$ cat config.mk
export PLATFORM = sky130hd
export DESIGN_NAME = pivot_swap_map_builder_unit_flat
export DESIGN_NICKNAME = d
export VERILOG_FILES = /design/src/design/pswm_pkg.sv /design/src/design/pswm_if.sv /design/src/design/pswm_ram.sv /design/src/design/pswm_front.sv /design/src/design/pswm_queue.sv /design/src/design/pswm_back.sv /design/src/design/pivot_swap_map_builder_unit.sv /design/src/flat_wrapper.sv
export SDC_FILE = /design/constraint.sdc
export NUM_CORES = 2
export LEC_CHECK = 0
export BUFFER_PORTS_ARGS = -buffer_cell sky130_fd_sc_hd__buf_4
export CORE_MARGIN = 2
export CORE_UTILIZATION = 45
export CTS_CLUSTER_DIAMETER = 200
export DETAILED_ROUTE_END_ITERATION = 6
export PLACE_DENSITY_LB_ADDON = 0.08
export SETUP_SLACK_MARGIN = 0.4
export SYNTH_ARGS = -nofsm -noshare
export SYNTH_HDL_FRONTEND = slang
export SYNTH_MEMORY_MAX_BITS = 65536
export SYNTH_SLANG_ARGS = --single-unit
$ cat constraint.sdc
create_clock -name clk -period 5.8 [get_ports clk]
set_input_delay 1.45 -clock clk [delete_from_list [all_inputs] [get_ports clk]]
set_output_delay 1.45 -clock clk [all_outputs]
set_load 0.02 [all_outputs]
$ cat src/design/pswm_pkg.sv
// ----------------------------------------------------------------------------
// pswm_pkg
// Shared types of the pivot swap map builder: row index, row pair and the
// item class that the front end hands to the back end.
// ----------------------------------------------------------------------------
package pswm_pkg;

	localparam int ROW_W          = 31;
	localparam int MAX_PIVOTS_DEF = 32;

	typedef logic [ROW_W-1:0] row_t;

	typedef struct packed {
		row_t src;
		row_t dst;
	} pair_t;

	typedef struct packed {
		logic first;
		logic same;
		logic last;
	} kind_t;

endpackage

$ cat src/design/pswm_if.sv
// ----------------------------------------------------------------------------
// pswm_if
// Valid/ready channels of the pivot swap map builder: pivot words in,
// row pair words out, and the first-row register write.
// ----------------------------------------------------------------------------
interface pswm_in_if;
	logic               valid;
	logic               ready;
	pswm_pkg::row_t     pivot_row;
	logic               last_pivot;

	modport source (output valid, pivot_row, last_pivot, input ready);
	modport sink   (input valid, pivot_row, last_pivot, output ready);
endinterface

interface pswm_out_if;
	logic               valid;
	logic               ready;
	pswm_pkg::row_t     source_row;
	pswm_pkg::row_t     dest_row;
	logic               last_pair;

	modport source (output valid, source_row, dest_row, last_pair, input ready);
	modport sink   (input valid, source_row, dest_row, last_pair, output ready);
endinterface

interface pswm_cfg_if;
	logic               valid;
	logic               ready;
	pswm_pkg::row_t     first_row;

	modport source (output valid, first_row, input ready);
	modport sink   (input valid, first_row, output ready);
endinterface

$ cat src/design/pswm_ram.sv
// ----------------------------------------------------------------------------
// pswm_ram
// Generic single-write, single-read RAM with registered read data.
// ----------------------------------------------------------------------------
module pswm_ram #(
	parameter int  WIDTH  = 1,
	parameter int  DEPTH  = 2,
	localparam int ADDR_W = $clog2(DEPTH)
) (
	input  logic              clk,
	input  logic              we,
	input  logic [ADDR_W-1:0] waddr,
	input  logic [WIDTH-1:0]  wdata,
	input  logic [ADDR_W-1:0] raddr,
	output logic [WIDTH-1:0]  rdata
);

	logic [WIDTH-1:0] mem_q [DEPTH];

	always_ff @(posedge clk) begin
		if (we) begin
			mem_q[waddr] <= wdata;
		end
		rdata <= mem_q[raddr];
	end

endmodule

$ cat src/design/pswm_front.sv
// ----------------------------------------------------------------------------
// pswm_front
// Accepts pivot words, numbers them within the panel, forms the source row
// and classifies each item before it enters the work queue.
// ----------------------------------------------------------------------------
module pswm_front #(
	parameter int  MAX_PIVOTS = pswm_pkg::MAX_PIVOTS_DEF,
	localparam int PIV_W      = (MAX_PIVOTS > 1) ? $clog2(MAX_PIVOTS) : 1,
	localparam int ENT_W      = $bits(pswm_pkg::kind_t) + PIV_W + $bits(pswm_pkg::pair_t)
) (
	input  logic             clk,
	input  logic             arst_n,
	pswm_in_if.sink          pivots,
	pswm_cfg_if.sink         cfg,
	input  logic             q_full,
	output logic             q_push,
	output logic [ENT_W-1:0] q_data
);

	pswm_pkg::row_t  first_row_q;
	logic [PIV_W-1:0] piv_idx_q;
	pswm_pkg::row_t  src;
	pswm_pkg::kind_t kind;
	logic            take;

	assign cfg.ready    = 1'b1;
	assign pivots.ready = !q_full;
	assign take         = pivots.valid && !q_full;
	assign q_push       = take;
	assign src          = first_row_q + pswm_pkg::row_t'(piv_idx_q);

	always_comb begin
		kind.first = (piv_idx_q == '0);
		kind.same  = (src == pivots.pivot_row);
		kind.last  = pivots.last_pivot || (piv_idx_q == PIV_W'(MAX_PIVOTS - 1));
	end

	assign q_data = {kind, piv_idx_q, src, pivots.pivot_row};

	always_ff @(posedge clk or negedge arst_n) begin
		if (!arst_n) begin
			first_row_q <= '0;
			piv_idx_q   <= '0;
		end else begin
			if (cfg.valid) begin
				first_row_q <= cfg.first_row;
			end
			if (take) begin
				piv_idx_q <= kind.last ? '0 : piv_idx_q + 1'b1;
			end
		end
	end

endmodule

$ cat src/design/pswm_queue.sv
// ----------------------------------------------------------------------------
// pswm_queue
// Two-entry queue between the front end and the back end.
// ----------------------------------------------------------------------------
module pswm_queue #(
	parameter int WIDTH = 1
) (
	input  logic             clk,
	input  logic             arst_n,
	input  logic             push,
	input  logic [WIDTH-1:0] din,
	output logic             full,
	input  logic             pop,
	output logic             valid,
	output logic [WIDTH-1:0] dout
);

	localparam int DEPTH = 2;
	localparam int PTR_W = $clog2(DEPTH);
	localparam int CNT_W = $clog2(DEPTH + 1);

	logic [WIDTH-1:0] ent_q [DEPTH];
	logic [PTR_W-1:0] wr_ptr_q;
	logic [PTR_W-1:0] rd_ptr_q;
	logic [CNT_W-1:0] cnt_q;

	assign full  = (cnt_q == CNT_W'(DEPTH));
	assign valid = (cnt_q != '0);
	assign dout  = ent_q[rd_ptr_q];

	always_ff @(posedge clk or negedge arst_n) begin
		if (!arst_n) begin
			wr_ptr_q <= '0;
			rd_ptr_q <= '0;
			cnt_q    <= '0;
		end else begin
			if (push) begin
				wr_ptr_q <= (wr_ptr_q == PTR_W'(DEPTH - 1)) ? '0 : wr_ptr_q + 1'b1;
			end
			if (pop) begin
				rd_ptr_q <= (rd_ptr_q == PTR_W'(DEPTH - 1)) ? '0 : rd_ptr_q + 1'b1;
			end
			if (push && !pop) begin
				cnt_q <= cnt_q + 1'b1;
			end else if (pop && !push) begin
				cnt_q <= cnt_q - 1'b1;
			end
		end
	end

	always_ff @(posedge clk) begin
		if (push) begin
			ent_q[wr_ptr_q] <= din;
		end
	end

endmodule

$ cat src/design/pswm_back.sv
// ----------------------------------------------------------------------------
// pswm_back
// Carries out one classified pivot against the pair table: scans stored
// destinations, redirects or appends pairs, swaps the pair ending at the
// panel row into its slot, and streams the table out at the end of a panel.
// ----------------------------------------------------------------------------
module pswm_back #(
	parameter int  MAX_PIVOTS = pswm_pkg::MAX_PIVOTS_DEF,
	localparam int PIV_W      = (MAX_PIVOTS > 1) ? $clog2(MAX_PIVOTS) : 1,
	localparam int ENT_W      = $bits(pswm_pkg::kind_t) + PIV_W + $bits(pswm_pkg::pair_t)
) (
	input  logic             clk,
	input  logic             arst_n,
	input  logic             q_valid,
	input  logic [ENT_W-1:0] q_data,
	output logic             q_pop,
	pswm_out_if.source       pairs
);

	localparam int DEPTH = 2 * MAX_PIVOTS;
	localparam int IDX_W = $clog2(DEPTH);
	localparam int CNT_W = $clog2(DEPTH + 1);

	typedef enum logic [12:0] {
		S_IDLE  = 13'b0000000000001,
		S_INIT0 = 13'b0000000000010,
		S_INIT1 = 13'b0000000000100,
		S_SRCH  = 13'b0000000001000,
		S_WR1   = 13'b0000000010000,
		S_WR2   = 13'b0000000100000,
		S_RDI   = 13'b0000001000000,
		S_SWA   = 13'b0000010000000,
		S_SWB   = 13'b0000100000000,
		S_FIN   = 13'b0001000000000,
		S_ERD   = 13'b0010000000000,
		S_ELD   = 13'b0100000000000,
		S_EOUT  = 13'b1000000000000
	} state_t;

	state_t              state_q;
	logic [CNT_W-1:0]    cnt_q;
	logic                out_valid_q;

	pswm_pkg::kind_t     in_kind;
	logic [PIV_W-1:0]    in_idx;
	pswm_pkg::pair_t     in_pair;

	pswm_pkg::kind_t     kind_q;
	logic [PIV_W-1:0]    idx_q;
	pswm_pkg::pair_t     item_q;
	logic [IDX_W-1:0]    p_q;
	logic                hs_q;
	logic                hd_q;
	logic [IDX_W-1:0]    fs_q;
	logic [IDX_W-1:0]    fd_q;
	pswm_pkg::row_t      fs_src_q;
	pswm_pkg::row_t      fd_src_q;
	logic [IDX_W-1:0]    lst_q;
	pswm_pkg::pair_t     lst_ent_q;
	logic [1:0]          add_q;
	logic [IDX_W-1:0]    k_q;
	pswm_pkg::pair_t     out_q;
	logic                out_last_q;

	logic                ram_we;
	logic [IDX_W-1:0]    ram_waddr;
	pswm_pkg::pair_t     ram_wdata;
	logic [IDX_W-1:0]    ram_raddr;
	logic [$bits(pswm_pkg::pair_t)-1:0] ram_rdata;
	pswm_pkg::pair_t     rd;

	logic                m_src;
	logic                m_dst;
	logic                hs_n;
	logic                hd_n;
	logic                scan_end;
	logic [IDX_W-1:0]    cnt_idx;
	logic [IDX_W-1:0]    cnt_add_idx;
	logic [IDX_W-1:0]    idx_slot;

	assign {in_kind, in_idx, in_pair} = q_data;
	assign rd = pswm_pkg::pair_t'(ram_rdata);

	pswm_ram #(
		.WIDTH ($bits(pswm_pkg::pair_t)),
		.DEPTH (DEPTH)
	) u_table (
		.clk   (clk),
		.we    (ram_we),
		.waddr (ram_waddr),
		.wdata (ram_wdata),
		.raddr (ram_raddr),
		.rdata (ram_rdata)
	);

	assign q_pop = (state_q == S_IDLE) && q_valid;

	assign m_src       = (rd.dst == item_q.src);
	assign m_dst       = !m_src && (rd.dst == item_q.dst);
	assign hs_n        = hs_q || m_src;
	assign hd_n        = hd_q || m_dst;
	assign scan_end    = (hs_n && (hd_n || kind_q.same)) || (CNT_W'(p_q) + 1'b1 >= cnt_q);
	assign cnt_idx     = IDX_W'(cnt_q);
	assign cnt_add_idx = IDX_W'(cnt_q + CNT_W'(add_q));
	assign idx_slot    = IDX_W'(idx_q);

	always_comb begin
		ram_we    = 1'b0;
		ram_waddr = '0;
		ram_wdata = item_q;
		ram_raddr = '0;
		case (state_q)
			S_INIT0: begin
				ram_we    = 1'b1;
				ram_wdata = '{src: item_q.dst, dst: item_q.src};
			end
			S_INIT1: begin
				ram_we    = 1'b1;
				ram_waddr = IDX_W'(1);
			end
			S_SRCH: begin
				ram_raddr = p_q + 1'b1;
			end
			S_WR1: begin
				if (!hs_q) begin
					ram_we    = 1'b1;
					ram_waddr = cnt_idx;
				end else if (!kind_q.same) begin
					ram_we    = 1'b1;
					ram_waddr = fs_q;
					ram_wdata = '{src: fs_src_q, dst: item_q.dst};
				end
			end
			S_WR2: begin
				ram_we = 1'b1;
				if (!hd_q) begin
					ram_waddr = cnt_add_idx;
					ram_wdata = '{src: item_q.dst, dst: item_q.src};
				end else begin
					ram_waddr = fd_q;
					ram_wdata = '{src: fd_src_q, dst: item_q.src};
				end
			end
			S_RDI: begin
				ram_raddr = idx_slot;
			end
			S_SWA: begin
				ram_we    = 1'b1;
				ram_waddr = lst_q;
				ram_wdata = rd;
			end
			S_SWB: begin
				ram_we    = 1'b1;
				ram_waddr = idx_slot;
				ram_wdata = lst_ent_q;
			end
			S_ERD: begin
				ram_raddr = k_q;
			end
			default: begin
			end
		endcase
	end

	always_ff @(posedge clk or negedge arst_n) begin
		if (!arst_n) begin
			state_q     <= S_IDLE;
			cnt_q       <= '0;
			out_valid_q <= 1'b0;
		end else begin
			case (state_q)
				S_IDLE: begin
					if (q_valid) begin
						if (in_kind.first) begin
							state_q <= S_INIT0;
						end else if (cnt_q == '0) begin
							state_q <= S_WR1;
						end else begin
							state_q <= S_SRCH;
						end
					end
				end
				S_INIT0: begin
					cnt_q   <= CNT_W'(1);
					state_q <= kind_q.same ? S_FIN : S_INIT1;
				end
				S_INIT1: begin
					cnt_q   <= CNT_W'(2);
					state_q <= S_FIN;
				end
				S_SRCH: begin
					if (scan_end) begin
						state_q <= S_WR1;
					end
				end
				S_WR1: begin
					state_q <= kind_q.same ? S_RDI : S_WR2;
				end
				S_WR2: begin
					state_q <= S_RDI;
				end
				S_RDI: begin
					state_q <= (lst_q == idx_slot) ? S_FIN : S_SWA;
				end
				S_SWA: begin
					state_q <= S_SWB;
				end
				S_SWB: begin
					state_q <= S_FIN;
				end
				S_FIN: begin
					cnt_q   <= cnt_q + CNT_W'(add_q);
					state_q <= kind_q.last ? S_ERD : S_IDLE;
				end
				S_ERD: begin
					state_q <= S_ELD;
				end
				S_ELD: begin
					out_valid_q <= 1'b1;
					state_q     <= S_EOUT;
				end
				S_EOUT: begin
					if (pairs.ready) begin
						out_valid_q <= 1'b0;
						if (out_last_q) begin
							cnt_q   <= '0;
							state_q <= S_IDLE;
						end else begin
							state_q <= S_ERD;
						end
					end
				end
				default: begin
					state_q <= S_IDLE;
				end
			endcase
		end
	end

	always_ff @(posedge clk) begin
		case (state_q)
			S_IDLE: begin
				if (q_valid) begin
					kind_q <= in_kind;
					idx_q  <= in_idx;
					item_q <= in_pair;
					p_q    <= '0;
					hs_q   <= 1'b0;
					hd_q   <= 1'b0;
					add_q  <= '0;
					k_q    <= '0;
				end
			end
			S_SRCH: begin
				hs_q <= hs_n;
				hd_q <= hd_n;
				if (m_src) begin
					fs_q     <= p_q;
					fs_src_q <= rd.src;
				end
				if (m_dst) begin
					fd_q     <= p_q;
					fd_src_q <= rd.src;
				end
				p_q <= p_q + 1'b1;
			end
			S_WR1: begin
				add_q <= hs_q ? 2'd0 : 2'd1;
				if (kind_q.same) begin
					lst_q     <= hs_q ? fs_q : cnt_idx;
					lst_ent_q <= hs_q ? pswm_pkg::pair_t'{src: fs_src_q, dst: item_q.dst}
					                  : item_q;
				end
			end
			S_WR2: begin
				if (!hd_q) begin
					lst_q     <= cnt_add_idx;
					lst_ent_q <= '{src: item_q.dst, dst: item_q.src};
					add_q     <= add_q + 2'd1;
				end else begin
					lst_q     <= fd_q;
					lst_ent_q <= '{src: fd_src_q, dst: item_q.src};
				end
			end
			S_ELD: begin
				out_q      <= rd;
				out_last_q <= (CNT_W'(k_q) + 1'b1 == cnt_q);
			end
			S_EOUT: begin
				if (pairs.ready) begin
					k_q <= k_q + 1'b1;
				end
			end
			default: begin
			end
		endcase
	end

	assign pairs.valid      = out_valid_q;
	assign pairs.source_row = out_q.src;
	assign pairs.dest_row   = out_q.dst;
	assign pairs.last_pair  = out_last_q;

endmodule

$ cat src/design/pivot_swap_map_builder_unit.sv
// ----------------------------------------------------------------------------
// pivot_swap_map_builder_unit
// Table scan: a panel's first pivot writes its pairs unscanned; pivot i scans
//   up to pair_count entries, one per cycle, pair_count <= 2*i.
// Emission: one table read per row pair word, held until pairs.ready.
// Front end keeps taking up to two pivot words while the back end works.
// Reset: control clears at once; the pair table is not cleared.
// ----------------------------------------------------------------------------
module pivot_swap_map_builder_unit #(
	parameter int MAX_PIVOTS = pswm_pkg::MAX_PIVOTS_DEF
) (
	input  logic       clk,
	input  logic       arst_n,
	pswm_in_if.sink    pivots,
	pswm_cfg_if.sink   cfg,
	pswm_out_if.source pairs
);

	localparam int PIV_W = (MAX_PIVOTS > 1) ? $clog2(MAX_PIVOTS) : 1;
	localparam int ENT_W = $bits(pswm_pkg::kind_t) + PIV_W + $bits(pswm_pkg::pair_t);

	logic             q_push;
	logic             q_full;
	logic             q_pop;
	logic             q_valid;
	logic [ENT_W-1:0] q_din;
	logic [ENT_W-1:0] q_dout;

	pswm_front #(
		.MAX_PIVOTS (MAX_PIVOTS)
	) u_front (
		.clk    (clk),
		.arst_n (arst_n),
		.pivots (pivots),
		.cfg    (cfg),
		.q_full (q_full),
		.q_push (q_push),
		.q_data (q_din)
	);

	pswm_queue #(
		.WIDTH (ENT_W)
	) u_queue (
		.clk    (clk),
		.arst_n (arst_n),
		.push   (q_push),
		.din    (q_din),
		.full   (q_full),
		.pop    (q_pop),
		.valid  (q_valid),
		.dout   (q_dout)
	);

	pswm_back #(
		.MAX_PIVOTS (MAX_PIVOTS)
	) u_back (
		.clk     (clk),
		.arst_n  (arst_n),
		.q_valid (q_valid),
		.q_data  (q_dout),
		.q_pop   (q_pop),
		.pairs   (pairs)
	);

	a_no_push_full: assert property (@(posedge clk) disable iff (!arst_n)
		q_push |-> !q_full)
		else $error("pivot word pushed into full queue");

	a_no_pop_empty: assert property (@(posedge clk) disable iff (!arst_n)
		q_pop |-> q_valid)
		else $error("back end popped empty queue");

	a_no_pop_emit: assert property (@(posedge clk) disable iff (!arst_n)
		pairs.valid |-> !q_pop)
		else $error("back end took a pivot while emitting pairs");

endmodule
$ cat src/flat_wrapper.sv
// flat-port wrapper written by rule: the top's interface ports become plain ports
module pivot_swap_map_builder_unit_flat 
#(
	parameter int MAX_PIVOTS = pswm_pkg::MAX_PIVOTS_DEF
)
  (clk, arst_n, pivots_valid, pivots_pivot_row, pivots_last_pivot, pivots_ready, cfg_valid, cfg_first_row, cfg_ready, pairs_valid, pairs_source_row, pairs_dest_row, pairs_last_pair, pairs_ready);
  pswm_in_if pivots_i ();
  pswm_cfg_if cfg_i ();
  pswm_out_if pairs_i ();
  input  logic clk;
  input  logic arst_n;
  input wire logic [$bits(pivots_i.valid)-1:0] pivots_valid;
  input wire logic [$bits(pivots_i.pivot_row)-1:0] pivots_pivot_row;
  input wire logic [$bits(pivots_i.last_pivot)-1:0] pivots_last_pivot;
  output wire logic [$bits(pivots_i.ready)-1:0] pivots_ready;
  input wire logic [$bits(cfg_i.valid)-1:0] cfg_valid;
  input wire logic [$bits(cfg_i.first_row)-1:0] cfg_first_row;
  output wire logic [$bits(cfg_i.ready)-1:0] cfg_ready;
  output wire logic [$bits(pairs_i.valid)-1:0] pairs_valid;
  output wire logic [$bits(pairs_i.source_row)-1:0] pairs_source_row;
  output wire logic [$bits(pairs_i.dest_row)-1:0] pairs_dest_row;
  output wire logic [$bits(pairs_i.last_pair)-1:0] pairs_last_pair;
  input wire logic [$bits(pairs_i.ready)-1:0] pairs_ready;
  assign pivots_i.valid = pivots_valid;
  assign pivots_i.pivot_row = pivots_pivot_row;
  assign pivots_i.last_pivot = pivots_last_pivot;
  assign pivots_ready = pivots_i.ready;
  assign cfg_i.valid = cfg_valid;
  assign cfg_i.first_row = cfg_first_row;
  assign cfg_ready = cfg_i.ready;
  assign pairs_valid = pairs_i.valid;
  assign pairs_source_row = pairs_i.source_row;
  assign pairs_dest_row = pairs_i.dest_row;
  assign pairs_last_pair = pairs_i.last_pair;
  assign pairs_i.ready = pairs_ready;
  pivot_swap_map_builder_unit #(.MAX_PIVOTS(MAX_PIVOTS)) u_core (.clk(clk), .arst_n(arst_n), .pivots(pivots_i), .cfg(cfg_i), .pairs(pairs_i));
endmodule
==> summary.txt <==
Die
  • Core ar.: 0.397 sq mm
  • Number of core rows: 231
  • Die height: 635 microns
  • Starting Density: 45.3%
  • I/O pin cnt: 134
  • Die span in x: 635 microns
  • Die ar.: 0.404 sq mm

STA
  • Worst slew margin: 3.07%
  • Setup TNS: 0 ps
  • RSZ-0062 raised after global routing: false
  • Setup WS post-layout: 508 ps
  • Minimum clock period: 5290 ps
  • Fin. Hold Viols: 0
  • Final Setup Violations: 0
  • Slew of the pin with the lowest slew margin: 1450 ps
  • Clock Skews: 71.9 ps
  • Final worst path period share: 91.2%
  • Fmax achieved: 189 MHz
  • Fin. max-slew vios: 0

Synth
  • Synth async-reset ratio: 1.35%
  • Number of synthesized flops with an enable pin: 4398
  • Synth Instances: 11700
  • Cell Area, Synth: 0.179 sq mm
  • Syn Area/Cell: 15.3 sq um
  • #FFs+latches synth: 4521
  • Yosys warnings: 0
  • Syn nets: 11800
  • Sequential area share after synthesis: 75.1%
  • Distinct cells, synth: 93
  • Top FF cell, synth: edfxtp_1

Setup path
  • Most frequent cell on the critical path: buf_4
  • Req. time, crit path: 6710 ps
  • Top Family by Delay on Critical Path: simple AND/OR/NAND/NOR gates
  • Worst setup EP type: flip-flop
  • CP Max Fanout: 22
  • CP Class: reg2reg
  • Worst EP arrival: 6200 ps
  • Max incr delay on CP: 1040 ps
  • CP max-delay cell: nor4_2
  • Worst-path cell chain: or4_1, nor4_2, a222oi_1, buf_4, o211ai_1, buf_4, buf_12, o221ai_1, a41o_1, a221oi_1, nor3_1, a31o_1
  • Buffers & Inverters on Critical Path: 3
  • Critical Path Source Type: flip-flop

Final layout
  • Area growth, synth to finish: 16.4%
  • Share of layout cells above drive strength 1: 16.2%
  • # fillers: 32400
  • Final Util: 52.7%
  • Most common cell after layout, fill and taps aside: edfxtp_1
  • Final nets: 12300
  • Most frequent cells in the layout: edfxtp_1 (4398), nand2_1 (1937), mux2i_1 (621)
  • Finished Cell Area: 0.209 sq mm

Clock tree
  • Worst-Skew Late Latency: 1050 ps
  • CTS tree: done
  • H-tree depth: 5
  • Post-CTS setup buffers: 0
  • Max Root-Sink Buffers: 4
  • Cts hold-fix bufs: 0
  • Clock root buffer: clkbuf_16
  • Post-CTS Resized: 0
  • Clock Pin Slew Worst Setup and Hold Paths: 60 ps
  • CTS sink cnt: 4521
  • Num CTS Buffers: 468

Routing
  • Drt total wl: 729000 microns
  • Metal-1 WL: 278000 microns
  • Met2 routed WL: 326000 microns
  • DRC violations left: 11
  • Met3 routed WL: 87700 microns
  • Drt via density: 6.59
  • Highest Signal Layer: met5
  • Wire per inst: 40.7 microns
  • Initial DRC count: 20500
  • 1st-pass router iterations: 7
  • Antenna-violating nets left: 0
  • Vias: 118000

Global routing
  • Largest net degree at the start of global routing: 106
  • First-pass GRT wire length: 975000 microns
  • Antenna violations before repair: 62
  • Global route overflow: 0
  • Number of global-route vias before repair: 111000
  • Gr usage total: 35.3%

Power
  • Maximum VDD drop: 454 uV
  • Power density of the placed cells: 481 mW/mm^2
  • Leak Pwr: 71.0 nW

Placement
  • Dpl hpwl: 433000 microns
  • Routability cong.: 0.907
  • Placed cell area: 0.193 sq mm
  • Pre-CTS setup slack: 655 ps
  • PortBufs: 132

Run status
  • Outcome: finished, violations left
  • Failing checks: design-rule violations

Worst hold path
  • Hold Path Class: reg2reg

Run
  • MaxCap Viol Count: 0
worst reg2reg max path, cell delays in order (launching register included):
cell	delay, ps
dfrtp_1	560
or4_1	760
nor4_2	1040
a222oi_1	290
buf_4	390
o211ai_1	300
buf_4	320
buf_12	380
o221ai_1	260
a41o_1	260
a221oi_1	320
nor3_1	100
a31o_1	200
final timing paths:
kind,startpoint,to,slack (ps),depth (start not counted)
max reg2reg,u_core.u_back.state_q[6],u_core.u_back.u_table.rdata[48],510,12
max in group asynchronous,arst_n,u_core.u_front.first_row_q[26],4450,1
min in group asynchronous,arst_n,u_core.u_back.pairs.valid,560,1
max,u_core.u_back.state_q[6],u_core.u_back.u_table.rdata[48],510,12
min reg2reg,u_core.u_back.p_q[5],u_core.u_back.fd_q[5],490,0
min,u_core.u_back.p_q[5],u_core.u_back.fd_q[5],490,0
through the flow:
stage	cells	power, mW	hold WS (ps)
after global routing	17900	103	530
after CTS	17900	99.8	498
final	17900	100	486
after global placement	17000	69.5	470
after floorplan	11700	56.4	442
after detailed placement	17000	69.9	504
layer usage:
metal / global-route usage [%] / vias to the layer above
li1: - / 46600
met1: 48.3 / 61700
met2: 53.7 / 8378
met3: 8.78 / 1444
met4: 15.4 / 26
met5: 0 / -
layout make-up:
cell class                 count  area, sq um  share of cell area [%]
sequential                  4521       135000                    64.6
multi-input combinational   6397        42600                    20.4
clock buffer                 607        12500                    6.00
timing repair buffer         818         9340                    4.47
tap                         5242         6560                    3.14
clock inverter               265         2770                    1.33
inverter                      37          140                  0.0671
antenna                       35         87.6                  0.0419
cells in the mapped netlist, drive strengths merged, types with 62 or more instances:
cell type / n / share of area [%]
nor3: 106 / 0.31
a211oi: 157 / 0.66
mux2i: 621 / 3.5
and3: 207 / 0.72
a32oi: 62 / 0.30
edfxtp: 4398 / 74
mux4: 164 / 2.1
xor2: 65 / 0.32
nand3: 493 / 1.4
a22oi: 105 / 0.44
a21oi: 558 / 1.6
clkbuf: 398 / 0.83
a221oi: 168 / 0.83
buf: 354 / 1.0
a31oi: 161 / 0.56
o21ai: 267 / 0.74
nor2: 265 / 0.56
mux2: 133 / 0.83
nand2: 1979 / 4.1
xnor2: 84 / 0.41
nand4: 120 / 0.42
dfxtp: 62 / 0.69
flip-flops by register name (all words and copies together), names as in the netlist, 6 cells and up:
name                            cells
u_core.u_back.cnt_q                 7
u_core.u_back.fd_q                  6
u_core.u_back.fd_src_q             31
u_core.u_back.fs_q                  6
u_core.u_back.fs_src_q             31
u_core.u_back.item_q               62
u_core.u_back.k_q                   6
u_core.u_back.lst_ent_q            62
u_core.u_back.lst_q                 6
u_core.u_back.p_q                   6
u_core.u_back.pairs.dest_row       31
u_core.u_back.pairs.source_row     31
u_core.u_back.state_q              13
u_core.u_back.u_table.mem_q      3968
u_core.u_back.u_table.rdata        62
u_core.u_front.first_row_q         31
u_core.u_queue.ent_q              140
power by group:
group          switching (mW)  leakage (nW)  internal (mW)
Sequential               2.50          40.9           43.5
Clock                    13.1          7.48           17.2
Combinational            18.2          22.6           5.96
Total                    33.8          71.0           66.6
logic make-up (layout without fill, tap and decap cells):
| group | Yosys count | count (layout) | synth area share [%] |
|---|---|---|---|
| compound gates | 1922 | 1922 | 7.26 |
| buf+inv | 789 | 1727 | 1.94 |
| other cells | 1 | 36 | 0.00209 |
| xor+xnor | 152 | 152 | 0.766 |
| simple gates | 3382 | 3382 | 8.37 |
| mux | 918 | 918 | 6.36 |
| flops | 4521 | 4521 | 75.1 |
| fa+ha+maj | 22 | 22 | 0.162 |
Note: power is estimated with default switching activity, not from simulation.
